File: src/rtl/vfao_pkg.sv
// shared types, constants and lookup tables for the voxel face quad emitter
`timescale 1ns / 1ps

package vfao_pkg;

    localparam int CHUNK_SIDE_DEFAULT  = 16;
    localparam int QUEUE_DEPTH_DEFAULT = 4;

    localparam int COORD_W   = 4;
    localparam int POS_W     = 5;
    localparam int DIR_W     = 3;
    localparam int TEX_W     = 8;
    localparam int OCC_W     = 8;
    localparam int AO_W      = 2;
    localparam int WORD_W    = 32;
    localparam int COUNT_W   = 17;
    localparam int NUM_VERTS = 4;
    localparam int NUM_IDX   = 6;

    // valid face direction codes
    localparam logic [DIR_W-1:0] DIR_TOP    = 3'd0;
    localparam logic [DIR_W-1:0] DIR_BOTTOM = 3'd1;
    localparam logic [DIR_W-1:0] DIR_FRONT  = 3'd2;
    localparam logic [DIR_W-1:0] DIR_BACK   = 3'd3;
    localparam logic [DIR_W-1:0] DIR_LEFT   = 3'd4;
    localparam logic [DIR_W-1:0] DIR_RIGHT  = 3'd5;

    localparam logic [COUNT_W-1:0] VERTS_PER_QUAD = 17'd4;

    typedef struct packed {
        logic dx;
        logic dy;
        logic dz;
        logic u;
        logic v;
    } corner_t;

    // one classified face waiting for vertex assembly
    typedef struct packed {
        logic [COORD_W-1:0]             cx;
        logic [COORD_W-1:0]             cy;
        logic [COORD_W-1:0]             cz;
        logic [DIR_W-1:0]               dir;
        logic [TEX_W-1:0]               tex;
        logic [NUM_VERTS-1:0][AO_W-1:0] ao;
        logic                           normal;
        logic [COUNT_W-1:0]             base;
    } face_t;

    function automatic corner_t corner_of(input logic [DIR_W-1:0] dir,
                                          input logic [1:0] k);
        corner_t c;
        c = '0;
        unique case (dir)
            DIR_TOP:
                case (k)
                    2'd0: c = '{1'b0, 1'b1, 1'b0, 1'b0, 1'b0};
                    2'd1: c = '{1'b1, 1'b1, 1'b0, 1'b1, 1'b0};
                    2'd2: c = '{1'b1, 1'b1, 1'b1, 1'b1, 1'b1};
                    default: c = '{1'b0, 1'b1, 1'b1, 1'b0, 1'b1};
                endcase
            DIR_BOTTOM:
                case (k)
                    2'd0: c = '{1'b0, 1'b0, 1'b0, 1'b0, 1'b0};
                    2'd1: c = '{1'b1, 1'b0, 1'b0, 1'b1, 1'b0};
                    2'd2: c = '{1'b1, 1'b0, 1'b1, 1'b1, 1'b1};
                    default: c = '{1'b0, 1'b0, 1'b1, 1'b0, 1'b1};
                endcase
            DIR_FRONT:
                case (k)
                    2'd0: c = '{1'b0, 1'b0, 1'b0, 1'b0, 1'b0};
                    2'd1: c = '{1'b1, 1'b0, 1'b0, 1'b1, 1'b0};
                    2'd2: c = '{1'b1, 1'b1, 1'b0, 1'b1, 1'b1};
                    default: c = '{1'b0, 1'b1, 1'b0, 1'b0, 1'b1};
                endcase
            DIR_BACK:
                case (k)
                    2'd0: c = '{1'b0, 1'b0, 1'b1, 1'b0, 1'b0};
                    2'd1: c = '{1'b1, 1'b0, 1'b1, 1'b1, 1'b0};
                    2'd2: c = '{1'b1, 1'b1, 1'b1, 1'b1, 1'b1};
                    default: c = '{1'b0, 1'b1, 1'b1, 1'b0, 1'b1};
                endcase
            DIR_LEFT:
                case (k)
                    2'd0: c = '{1'b0, 1'b0, 1'b0, 1'b0, 1'b0};
                    2'd1: c = '{1'b0, 1'b1, 1'b0, 1'b0, 1'b1};
                    2'd2: c = '{1'b0, 1'b1, 1'b1, 1'b1, 1'b1};
                    default: c = '{1'b0, 1'b0, 1'b1, 1'b1, 1'b0};
                endcase
            DIR_RIGHT:
                case (k)
                    2'd0: c = '{1'b1, 1'b0, 1'b0, 1'b0, 1'b0};
                    2'd1: c = '{1'b1, 1'b0, 1'b1, 1'b1, 1'b0};
                    2'd2: c = '{1'b1, 1'b1, 1'b1, 1'b1, 1'b1};
                    default: c = '{1'b1, 1'b1, 1'b0, 1'b0, 1'b1};
                endcase
            default: c = '0;
        endcase
        return c;
    endfunction

    // triangle index table: three winding patterns cover all directions
    function automatic logic [1:0] index_of(input logic [DIR_W-1:0] dir,
                                            input logic [2:0] sel);
        logic [1:0] r;
        r = 2'd0;
        unique case (dir)
            DIR_BOTTOM, DIR_BACK:
                case (sel)
                    3'd1: r = 2'd2;
                    3'd2: r = 2'd1;
                    3'd4: r = 2'd3;
                    3'd5: r = 2'd2;
                    default: r = 2'd0;
                endcase
            DIR_LEFT:
                case (sel)
                    3'd1: r = 2'd2;
                    3'd2: r = 2'd3;
                    3'd4: r = 2'd1;
                    3'd5: r = 2'd2;
                    default: r = 2'd0;
                endcase
            default:
                case (sel)
                    3'd1: r = 2'd1;
                    3'd2: r = 2'd2;
                    3'd4: r = 2'd2;
                    3'd5: r = 2'd3;
                    default: r = 2'd0;
                endcase
        endcase
        return r;
    endfunction

    // flipped quad swaps second and third index of each triangle
    function automatic logic [2:0] flip_sel(input logic [2:0] k);
        logic [2:0] r;
        r = k;
        case (k)
            3'd1: r = 3'd2;
            3'd2: r = 3'd1;
            3'd4: r = 3'd5;
            3'd5: r = 3'd4;
            default: r = k;
        endcase
        return r;
    endfunction

    function automatic logic [AO_W-1:0] ao_level(input logic s1, input logic s2,
                                                 input logic c);
        logic [AO_W-1:0] r;
        if (s1 && s2)
            r = 2'd0;
        else
            r = 2'd3 - ({1'b0, s1} + {1'b0, s2} + {1'b0, c});
        return r;
    endfunction

endpackage

File: src/rtl/vfao_front.sv
// front end: accepts faces, culls hidden ones, computes occlusion and index base
`timescale 1ns / 1ps

module vfao_front #(
    parameter int CHUNK_SIDE = vfao_pkg::CHUNK_SIDE_DEFAULT
) (
    input  logic                            clk,
    input  logic                            rst_n,
    input  logic                            in_valid,
    output logic                            in_ready,
    input  logic                            chunk_start,
    input  logic [vfao_pkg::COORD_W-1:0]    cell_x,
    input  logic [vfao_pkg::COORD_W-1:0]    cell_y,
    input  logic [vfao_pkg::COORD_W-1:0]    cell_z,
    input  logic [vfao_pkg::DIR_W-1:0]      face_dir,
    input  logic [vfao_pkg::TEX_W-1:0]      texture,
    input  logic                            neighbour_open,
    input  logic [vfao_pkg::OCC_W-1:0]      occlusion_bits,
    input  logic                            q_full,
    output logic                            push,
    output vfao_pkg::face_t                 push_face
);
    import vfao_pkg::*;

    localparam logic [COORD_W:0] SIDE = (COORD_W + 1)'(CHUNK_SIDE);

    logic [COUNT_W-1:0] counter_reg;
    logic [COUNT_W-1:0] counter_next;
    logic [COUNT_W-1:0] base;
    logic               accept;
    logic               visible;
    logic               in_chunk;
    logic               lx, hx, ly, hy, lxly, hxly, lxhy, hxhy;
    logic [AO_W:0]      diag_main;
    logic [AO_W:0]      diag_anti;
    logic [NUM_VERTS-1:0][AO_W-1:0] ao;

    assign in_ready = !q_full;
    assign accept   = in_valid && in_ready;

    assign in_chunk = ({1'b0, cell_x} < SIDE) && ({1'b0, cell_y} < SIDE) &&
                      ({1'b0, cell_z} < SIDE);
    assign visible  = neighbour_open && (face_dir <= DIR_RIGHT) && in_chunk;

    assign {hxhy, lxhy, hxly, lxly, hy, ly, hx, lx} = occlusion_bits;

    assign ao[0] = ao_level(lx, ly, lxly);
    assign ao[1] = ao_level(hx, ly, hxly);
    assign ao[2] = ao_level(hx, hy, hxhy);
    assign ao[3] = ao_level(lx, hy, lxhy);

    assign diag_main = {1'b0, ao[0]} + {1'b0, ao[2]};
    assign diag_anti = {1'b0, ao[3]} + {1'b0, ao[1]};

    // chunk start clears even for a culled face
    assign base = chunk_start ? '0 : counter_reg;

    always_comb
    begin
        counter_next = counter_reg;
        if (accept)
            counter_next = visible ? base + VERTS_PER_QUAD : base;
    end

    always_ff @(posedge clk or negedge rst_n)
    begin
        if (!rst_n)
            counter_reg <= '0;
        else
            counter_reg <= counter_next;
    end

    assign push = accept && visible;

    always_comb
    begin
        push_face.cx     = cell_x;
        push_face.cy     = cell_y;
        push_face.cz     = cell_z;
        push_face.dir    = face_dir;
        push_face.tex    = texture;
        push_face.ao     = ao;
        push_face.normal = diag_main > diag_anti;
        push_face.base   = base;
    end

endmodule

File: src/rtl/vfao_queue.sv
// small fifo of classified faces between front and back end
`timescale 1ns / 1ps

module vfao_queue #(
    parameter int QUEUE_DEPTH = vfao_pkg::QUEUE_DEPTH_DEFAULT
) (
    input  logic            clk,
    input  logic            rst_n,
    input  logic            push,
    input  vfao_pkg::face_t push_face,
    output logic            full,
    input  logic            pop,
    output logic            q_valid,
    output vfao_pkg::face_t q_face
);
    import vfao_pkg::*;

    localparam int PTR_W = (QUEUE_DEPTH > 1) ? $clog2(QUEUE_DEPTH) : 1;
    localparam int CNT_W = $clog2(QUEUE_DEPTH + 1);
    localparam logic [PTR_W-1:0] LAST = PTR_W'(QUEUE_DEPTH - 1);
    localparam logic [CNT_W-1:0] FULL_COUNT = CNT_W'(QUEUE_DEPTH);

    face_t            entry_reg [QUEUE_DEPTH];
    logic [PTR_W-1:0] wr_ptr_reg;
    logic [PTR_W-1:0] wr_ptr_next;
    logic [PTR_W-1:0] rd_ptr_reg;
    logic [PTR_W-1:0] rd_ptr_next;
    logic [CNT_W-1:0] count_reg;
    logic [CNT_W-1:0] count_next;
    logic             do_pop;

    assign full    = (count_reg == FULL_COUNT);
    assign q_valid = (count_reg != '0);
    assign q_face  = entry_reg[rd_ptr_reg];
    assign do_pop  = pop && q_valid;

    always_comb
    begin
        wr_ptr_next = wr_ptr_reg;
        rd_ptr_next = rd_ptr_reg;
        count_next  = count_reg;
        if (push)
            wr_ptr_next = (wr_ptr_reg == LAST) ? '0 : wr_ptr_reg + 1'b1;
        if (do_pop)
            rd_ptr_next = (rd_ptr_reg == LAST) ? '0 : rd_ptr_reg + 1'b1;
        if (push && !do_pop)
            count_next = count_reg + 1'b1;
        else if (do_pop && !push)
            count_next = count_reg - 1'b1;
    end

    always_ff @(posedge clk or negedge rst_n)
    begin
        if (!rst_n)
        begin
            wr_ptr_reg <= '0;
            rd_ptr_reg <= '0;
            count_reg  <= '0;
        end
        else
        begin
            wr_ptr_reg <= wr_ptr_next;
            rd_ptr_reg <= rd_ptr_next;
            count_reg  <= count_next;
        end
    end

    always_ff @(posedge clk)
    begin
        if (push)
            entry_reg[wr_ptr_reg] <= push_face;
    end

endmodule

File: src/rtl/vfao_back.sv
// back end: packs vertex words and triangle indices into the output register
`timescale 1ns / 1ps

module vfao_back (
    input  logic                           clk,
    input  logic                           rst_n,
    input  logic                           q_valid,
    input  vfao_pkg::face_t                q_face,
    output logic                           pop,
    output logic                           out_valid,
    input  logic                           out_ready,
    output logic [vfao_pkg::WORD_W-1:0]    vertex_a,
    output logic [vfao_pkg::WORD_W-1:0]    vertex_b,
    output logic [vfao_pkg::WORD_W-1:0]    vertex_c,
    output logic [vfao_pkg::WORD_W-1:0]    vertex_d,
    output logic [vfao_pkg::COUNT_W-1:0]   index_0,
    output logic [vfao_pkg::COUNT_W-1:0]   index_1,
    output logic [vfao_pkg::COUNT_W-1:0]   index_2,
    output logic [vfao_pkg::COUNT_W-1:0]   index_3,
    output logic [vfao_pkg::COUNT_W-1:0]   index_4,
    output logic [vfao_pkg::COUNT_W-1:0]   index_5
);
    import vfao_pkg::*;

    logic                                 valid_reg;
    logic [NUM_VERTS-1:0][WORD_W-1:0]     word;
    logic [NUM_VERTS-1:0][WORD_W-1:0]     vert_next;
    logic [NUM_VERTS-1:0][WORD_W-1:0]     vert_reg;
    logic [NUM_IDX-1:0][COUNT_W-1:0]      idx_next;
    logic [NUM_IDX-1:0][COUNT_W-1:0]      idx_reg;

    assign pop = q_valid && (!valid_reg || out_ready);

    always_comb
    begin
        corner_t c;
        for (int k = 0; k < NUM_VERTS; k++)
        begin
            c = corner_of(q_face.dir, k[1:0]);
            word[k] = {1'b0, 1'b0, q_face.ao[k], q_face.tex, q_face.dir, c.v, c.u,
                       {1'b0, q_face.cz} + {4'd0, c.dz},
                       {1'b0, q_face.cy} + {4'd0, c.dy},
                       {1'b0, q_face.cx} + {4'd0, c.dx}};
        end
        // flipped quad reverses vertex order
        for (int k = 0; k < NUM_VERTS; k++)
            vert_next[k] = q_face.normal ? word[k] : word[NUM_VERTS - 1 - k];
    end

    always_comb
    begin
        logic [2:0] sel;
        for (int k = 0; k < NUM_IDX; k++)
        begin
            sel = q_face.normal ? k[2:0] : flip_sel(k[2:0]);
            idx_next[k] = q_face.base + {15'd0, index_of(q_face.dir, sel)};
        end
    end

    always_ff @(posedge clk or negedge rst_n)
    begin
        if (!rst_n)
            valid_reg <= 1'b0;
        else if (pop)
            valid_reg <= 1'b1;
        else if (out_ready)
            valid_reg <= 1'b0;
    end

    always_ff @(posedge clk)
    begin
        if (pop)
        begin
            vert_reg <= vert_next;
            idx_reg  <= idx_next;
        end
    end

    assign out_valid = valid_reg;
    assign vertex_a  = vert_reg[0];
    assign vertex_b  = vert_reg[1];
    assign vertex_c  = vert_reg[2];
    assign vertex_d  = vert_reg[3];
    assign index_0   = idx_reg[0];
    assign index_1   = idx_reg[1];
    assign index_2   = idx_reg[2];
    assign index_3   = idx_reg[3];
    assign index_4   = idx_reg[4];
    assign index_5   = idx_reg[5];

endmodule

File: src/rtl/voxel_face_ao_quad_emitter_top.sv
// top level of the voxel face emitter with per-vertex ambient occlusion
//
//   channel   handshake              payload
//   in        in_valid / in_ready    chunk_start, cell_x/y/z, face_dir, texture,
//                                    neighbour_open, occlusion_bits
//   out       out_valid / out_ready  vertex_a..vertex_d, index_0..index_5
//
// one face per cycle sustained while out_ready stays high; a visible face
// goes from the front, which culls and counts in the same cycle it is taken,
// through the queue register and then the output register to out
// hidden faces take one beat on in and produce nothing on out
// in_ready drops only when the face queue is full; out stalls fill the queue
// rst_n clears the vertex counter, the queue and the output valid
`timescale 1ns / 1ps

module voxel_face_ao_quad_emitter_top #(
    parameter int CHUNK_SIDE  = vfao_pkg::CHUNK_SIDE_DEFAULT,
    parameter int QUEUE_DEPTH = vfao_pkg::QUEUE_DEPTH_DEFAULT
) (
    input  logic                           clk,
    input  logic                           rst_n,
    input  logic                           in_valid,
    output logic                           in_ready,
    input  logic                           chunk_start,
    input  logic [vfao_pkg::COORD_W-1:0]   cell_x,
    input  logic [vfao_pkg::COORD_W-1:0]   cell_y,
    input  logic [vfao_pkg::COORD_W-1:0]   cell_z,
    input  logic [vfao_pkg::DIR_W-1:0]     face_dir,
    input  logic [vfao_pkg::TEX_W-1:0]     texture,
    input  logic                           neighbour_open,
    input  logic [vfao_pkg::OCC_W-1:0]     occlusion_bits,
    output logic                           out_valid,
    input  logic                           out_ready,
    output logic [vfao_pkg::WORD_W-1:0]    vertex_a,
    output logic [vfao_pkg::WORD_W-1:0]    vertex_b,
    output logic [vfao_pkg::WORD_W-1:0]    vertex_c,
    output logic [vfao_pkg::WORD_W-1:0]    vertex_d,
    output logic [vfao_pkg::COUNT_W-1:0]   index_0,
    output logic [vfao_pkg::COUNT_W-1:0]   index_1,
    output logic [vfao_pkg::COUNT_W-1:0]   index_2,
    output logic [vfao_pkg::COUNT_W-1:0]   index_3,
    output logic [vfao_pkg::COUNT_W-1:0]   index_4,
    output logic [vfao_pkg::COUNT_W-1:0]   index_5
);
    import vfao_pkg::*;

    logic  q_full;
    logic  push;
    logic  pop;
    logic  q_valid;
    face_t push_face;
    face_t q_face;

    vfao_front #(
        .CHUNK_SIDE (CHUNK_SIDE)
    ) u_front (
        .clk            (clk),
        .rst_n          (rst_n),
        .in_valid       (in_valid),
        .in_ready       (in_ready),
        .chunk_start    (chunk_start),
        .cell_x         (cell_x),
        .cell_y         (cell_y),
        .cell_z         (cell_z),
        .face_dir       (face_dir),
        .texture        (texture),
        .neighbour_open (neighbour_open),
        .occlusion_bits (occlusion_bits),
        .q_full         (q_full),
        .push           (push),
        .push_face      (push_face)
    );

    vfao_queue #(
        .QUEUE_DEPTH (QUEUE_DEPTH)
    ) u_queue (
        .clk       (clk),
        .rst_n     (rst_n),
        .push      (push),
        .push_face (push_face),
        .full      (q_full),
        .pop       (pop),
        .q_valid   (q_valid),
        .q_face    (q_face)
    );

    vfao_back u_back (
        .clk       (clk),
        .rst_n     (rst_n),
        .q_valid   (q_valid),
        .q_face    (q_face),
        .pop       (pop),
        .out_valid (out_valid),
        .out_ready (out_ready),
        .vertex_a  (vertex_a),
        .vertex_b  (vertex_b),
        .vertex_c  (vertex_c),
        .vertex_d  (vertex_d),
        .index_0   (index_0),
        .index_1   (index_1),
        .index_2   (index_2),
        .index_3   (index_3),
        .index_4   (index_4),
        .index_5   (index_5)
    );

endmodule

File: config.mk
export PLATFORM = sky130hd
export DESIGN_NAME = voxel_face_ao_quad_emitter_top
export DESIGN_NICKNAME = d
export VERILOG_FILES = /design/src/rtl/vfao_pkg.sv /design/src/rtl/vfao_front.sv /design/src/rtl/vfao_queue.sv /design/src/rtl/vfao_back.sv /design/src/rtl/voxel_face_ao_quad_emitter_top.sv
export SDC_FILE = /design/constraint.sdc
export NUM_CORES = 1
export LEC_CHECK = 0
export ABC_AREA = 1
export BUFFER_PORTS_ARGS = -buffer_cell sky130_fd_sc_hd__buf_2
export CORE_MARGIN = 1
export CORE_UTILIZATION = 30
export CTS_BUF_LIST = sky130_fd_sc_hd__clkbuf_4 sky130_fd_sc_hd__clkbuf_8
export DETAILED_ROUTE_END_ITERATION = 10
export PLACE_DENSITY_LB_ADDON = 0.25
export REMOVE_ABC_BUFFERS = 1
export SYNTH_ARGS = -nofsm -noshare
export SYNTH_HDL_FRONTEND = slang
export SYNTH_HIERARCHICAL = 1
export SYNTH_SLANG_ARGS = --single-unit
export TNS_END_PERCENT = 30
File: constraint.sdc
create_clock -name clk -period 23.1 [get_ports clk]
set_input_delay 4.62 -clock clk [delete_from_list [all_inputs] [get_ports clk]]
set_output_delay 4.62 -clock clk [all_outputs]
set_load 0.1 [all_outputs]
==> impl_metrics.env <==
export IMPL_hold_path_class="reg -> reg"
export IMPL_r2r_cells=18
export IMPL_synthXorXnorAreaFrac=0.0268
export IMPL_drt_vias_per_instance=4.33
export IMPL_grt_max_degree=149
export IMPL_synth_top_area_frac=0.589
export IMPL_via_count=11900
export IMPL_cp_required_ns=23.51
export IMPL_cp_max_fo=5
export IMPL_grt_setup_unrepaired="false"
export IMPL_fillers=6080
export IMPL_finalSetupViolCount=0
export IMPL_io_pin_count=269
export IMPL_syn_avg_cell_area_sq_um=11.2
export IMPL_path_cells="buf_2, fa_1, a21oi_1, ha_1, inv_1, fa_1, inv_1, ha_1, nand3b_1, a32oi_1"
export IMPL_final_common_cell="nand2_1"
export IMPL_layout_common_cells="nand2_1 (424), edfxtp_1 (366), buf_2 (260), inv_1 (228), o21ai_0 (76)"
export IMPL_synth_top_family_by_area="simple AND/OR/NAND/NOR gates"
export IMPL_cts_resized_gates=0
export IMPL_layout_drive_gt1_share=0.245
export IMPL_slew_violations=0
export IMPL_worst_pin_slew_ns=1.01
export IMPL_gp_congestion=0.769
export IMPL_finalClockSkew_ns=0.0378
export IMPL_clk_pin_slew_worst_paths_ns=0.05
export IMPL_synth_edff_count=366
export IMPL_async_flop_share=0.0639
export IMPL_ys_seq_elements=391
export IMPL_area_growth_pct=14.8
export IMPL_synth_ff_type="edfxtp_1"
export IMPL_synthAdderAreaFrac=0.0370
export IMPL_start_kind="primary input"
export IMPL_yosysSeqAreaShare=0.623
export IMPL_cts_buffers=69
export IMPL_criticalPathCategory="in -> reg"
export IMPL_cp_top_family="adder cells"
export IMPL_period_minus_slack_ns=6.61
export IMPL_synth_compound_area_share=0.0812
export IMPL_cts_hold_fix_buffers=0
export IMPL_yosysWarnings=6
export IMPL_slowest_delay_ns=0.47
export IMPL_grt_pass1_wl_microns=66400
export IMPL_firstDrtPassIters=8
export IMPL_status="complete, but fails checks"
export IMPL_cts_tree="built"
export IMPL_fin_nets=1963
export IMPL_antenna_found_initial=10
export IMPL_first_global_vias=11600
export IMPL_synthMuxAreaShare=0
export IMPL_dp_hpwl_microns=29100
export IMPL_place_ws_ns=15.86
export IMPL_synthCells=1667
export IMPL_netlist_area_sq_um=18700
export IMPL_htree_levels=3
export IMPL_fmax_mhz=151
export IMPL_hold_depth=2
export IMPL_largest_reg_flops=196
export IMPL_fin_cells=2762
export IMPL_drv_cap=0
export IMPL_wl_per_cell_microns=15.9
export IMPL_drc=2
export IMPL_ys_types=34
export IMPL_dieArea_sq_um=63200
export IMPL_setup_ws_ns=16.49
export IMPL_num_rows=91
export IMPL_die_y_microns=251
export IMPL_gr_usage_all_layers=0.138
export IMPL_root_buffer="clkbuf_8"
export IMPL_cts_setup_buffers=0
export IMPL_ff2ff_setup_slack_ns=18.48
export IMPL_synth_top_area_cell="edfxtp_1"
export IMPL_arrival_ns=7.01
export IMPL_initial_utilization=0.303
export IMPL_path_buf_inv=3
export IMPL_portBuffers=260
export IMPL_ys_top_cells_by_area="edfxtp_1 (59%), nand2_1 (8.5%), inv_1 (4.7%), buf_4 (3.5%), dfrtp_1 (3.4%)"
export IMPL_timing_final_hold_violations=0
export IMPL_die_w_microns=251
export IMPL_drt_first_iter_violations=690
export IMPL_clock_latency_ns=0.65
export IMPL_crit_path_top_delay_cell="fa_1"
export IMPL_crit_cells=10
export IMPL_period_share=0.286
export IMPL_placedCellCount=2641
export IMPL_crit_path_end_kind="flip-flop"
export IMPL_grt_overflow=0
export IMPL_coreArea_sq_um=61600
export IMPL_final_antenna_net_count=0
export IMPL_violations="DRC"
export IMPL_fin_setup_tns_ns=0
export IMPL_synth_simple_gate_area_share=0.130
export IMPL_routed_wl_microns=43800
export IMPL_slew_limit_headroom=0.324
export IMPL_cts_buffer_depth=3
export IMPL_cts_num_sinks=391
-- cells by family (layout without fill, tap and decap cells) --
kind of cell,Yosys count,count (layout)
XOR/XNOR,57,57
AO/OA/AOI/OAI,202,202
other,1,11
AND/OR/NAND/NOR,587,587
flip-flops,391,391
buffers and inverters,378,626
adder cells (fa/ha/maj),51,51
-- metal layers --
metal,part of all wire,vias to the layer above,GRT usage
met4,0.027,12,0.0598
met1,0.44,5669,0.168
li1,-,5893,-
met3,0.050,87,0.0331
met5,0.0017,-,0
met2,0.48,285,0.232
-- worst reg2reg max path, delay by kind of cell, from the launching register on --
kind | cells | cell delay, ns
compound gates | 2 | 0.52
flops | 1 | 0.82
buf+inv | 3 | 0.83
fa+ha+maj | 1 | 0.36
simple gates | 12 | 1.85
-- Yosys cell counts (3+ instances only) --
master    number
nand3b_1       3
o21ai_0       76
buf_4         88
inv_2          3
nor2_1        71
inv_1        233
xor2_1        46
buf_2         23
ha_1          44
buf_6         15
nor2_4         6
nand4_1       18
o21ai_1       11
nand2_2       14
fa_1           7
a21oi_1       14
o211ai_1      48
edfxtp_1     366
buf_1          3
clkbuf_1      11
xnor2_1       11
nor2_2        10
dfrtp_1       25
o211ai_2      50
nand3_1       37
nand2_1      425
-- per-stage QoR --
step / hold WS, ns / area [sq um] / util
after floorplan: 0.436 / 17700 / -
after global placement: 0.448 / 20100 / 0.327
after detailed placement: 0.453 / 20100 / 0.327
after CTS: 0.467 / 21400 / 0.348
after global routing: 0.492 / 21400 / 0.348
final: 0.467 / 21400 / 0.348
-- path summary, 6_finish.rpt --
kind	startpoint	endpoint
worst max-delay path	occlusion_bits[0]	u_queue/entry_reg[0][17]
worst min-delay path	u_front/counter_reg[0]	u_front/counter_reg[0]
worst max register to register	u_queue/rd_ptr_reg[0]	u_back/index_2[16]
worst min register to register	u_front/counter_reg[0]	u_front/counter_reg[0]
max in group asynchronous	rst_n	u_queue/rd_ptr_reg[0]
min in group asynchronous	rst_n	u_back/out_valid
-- final cells by class --
type	instances	area [sq um]	area share
clock buffers	89	1100	0.0513
multi-input cells	905	5170	0.242
inverters	237	892	0.0416
repair buffers	271	1400	0.0652
clock inverters	29	183	0.00853
flip-flops and latches	391	11600	0.543
well taps	837	1050	0.0489
diodes	3	7.51	0.000350
Power is not shown: default switching activity piles up to over one toggle a cycle in this logic, so the estimate is an artifact.
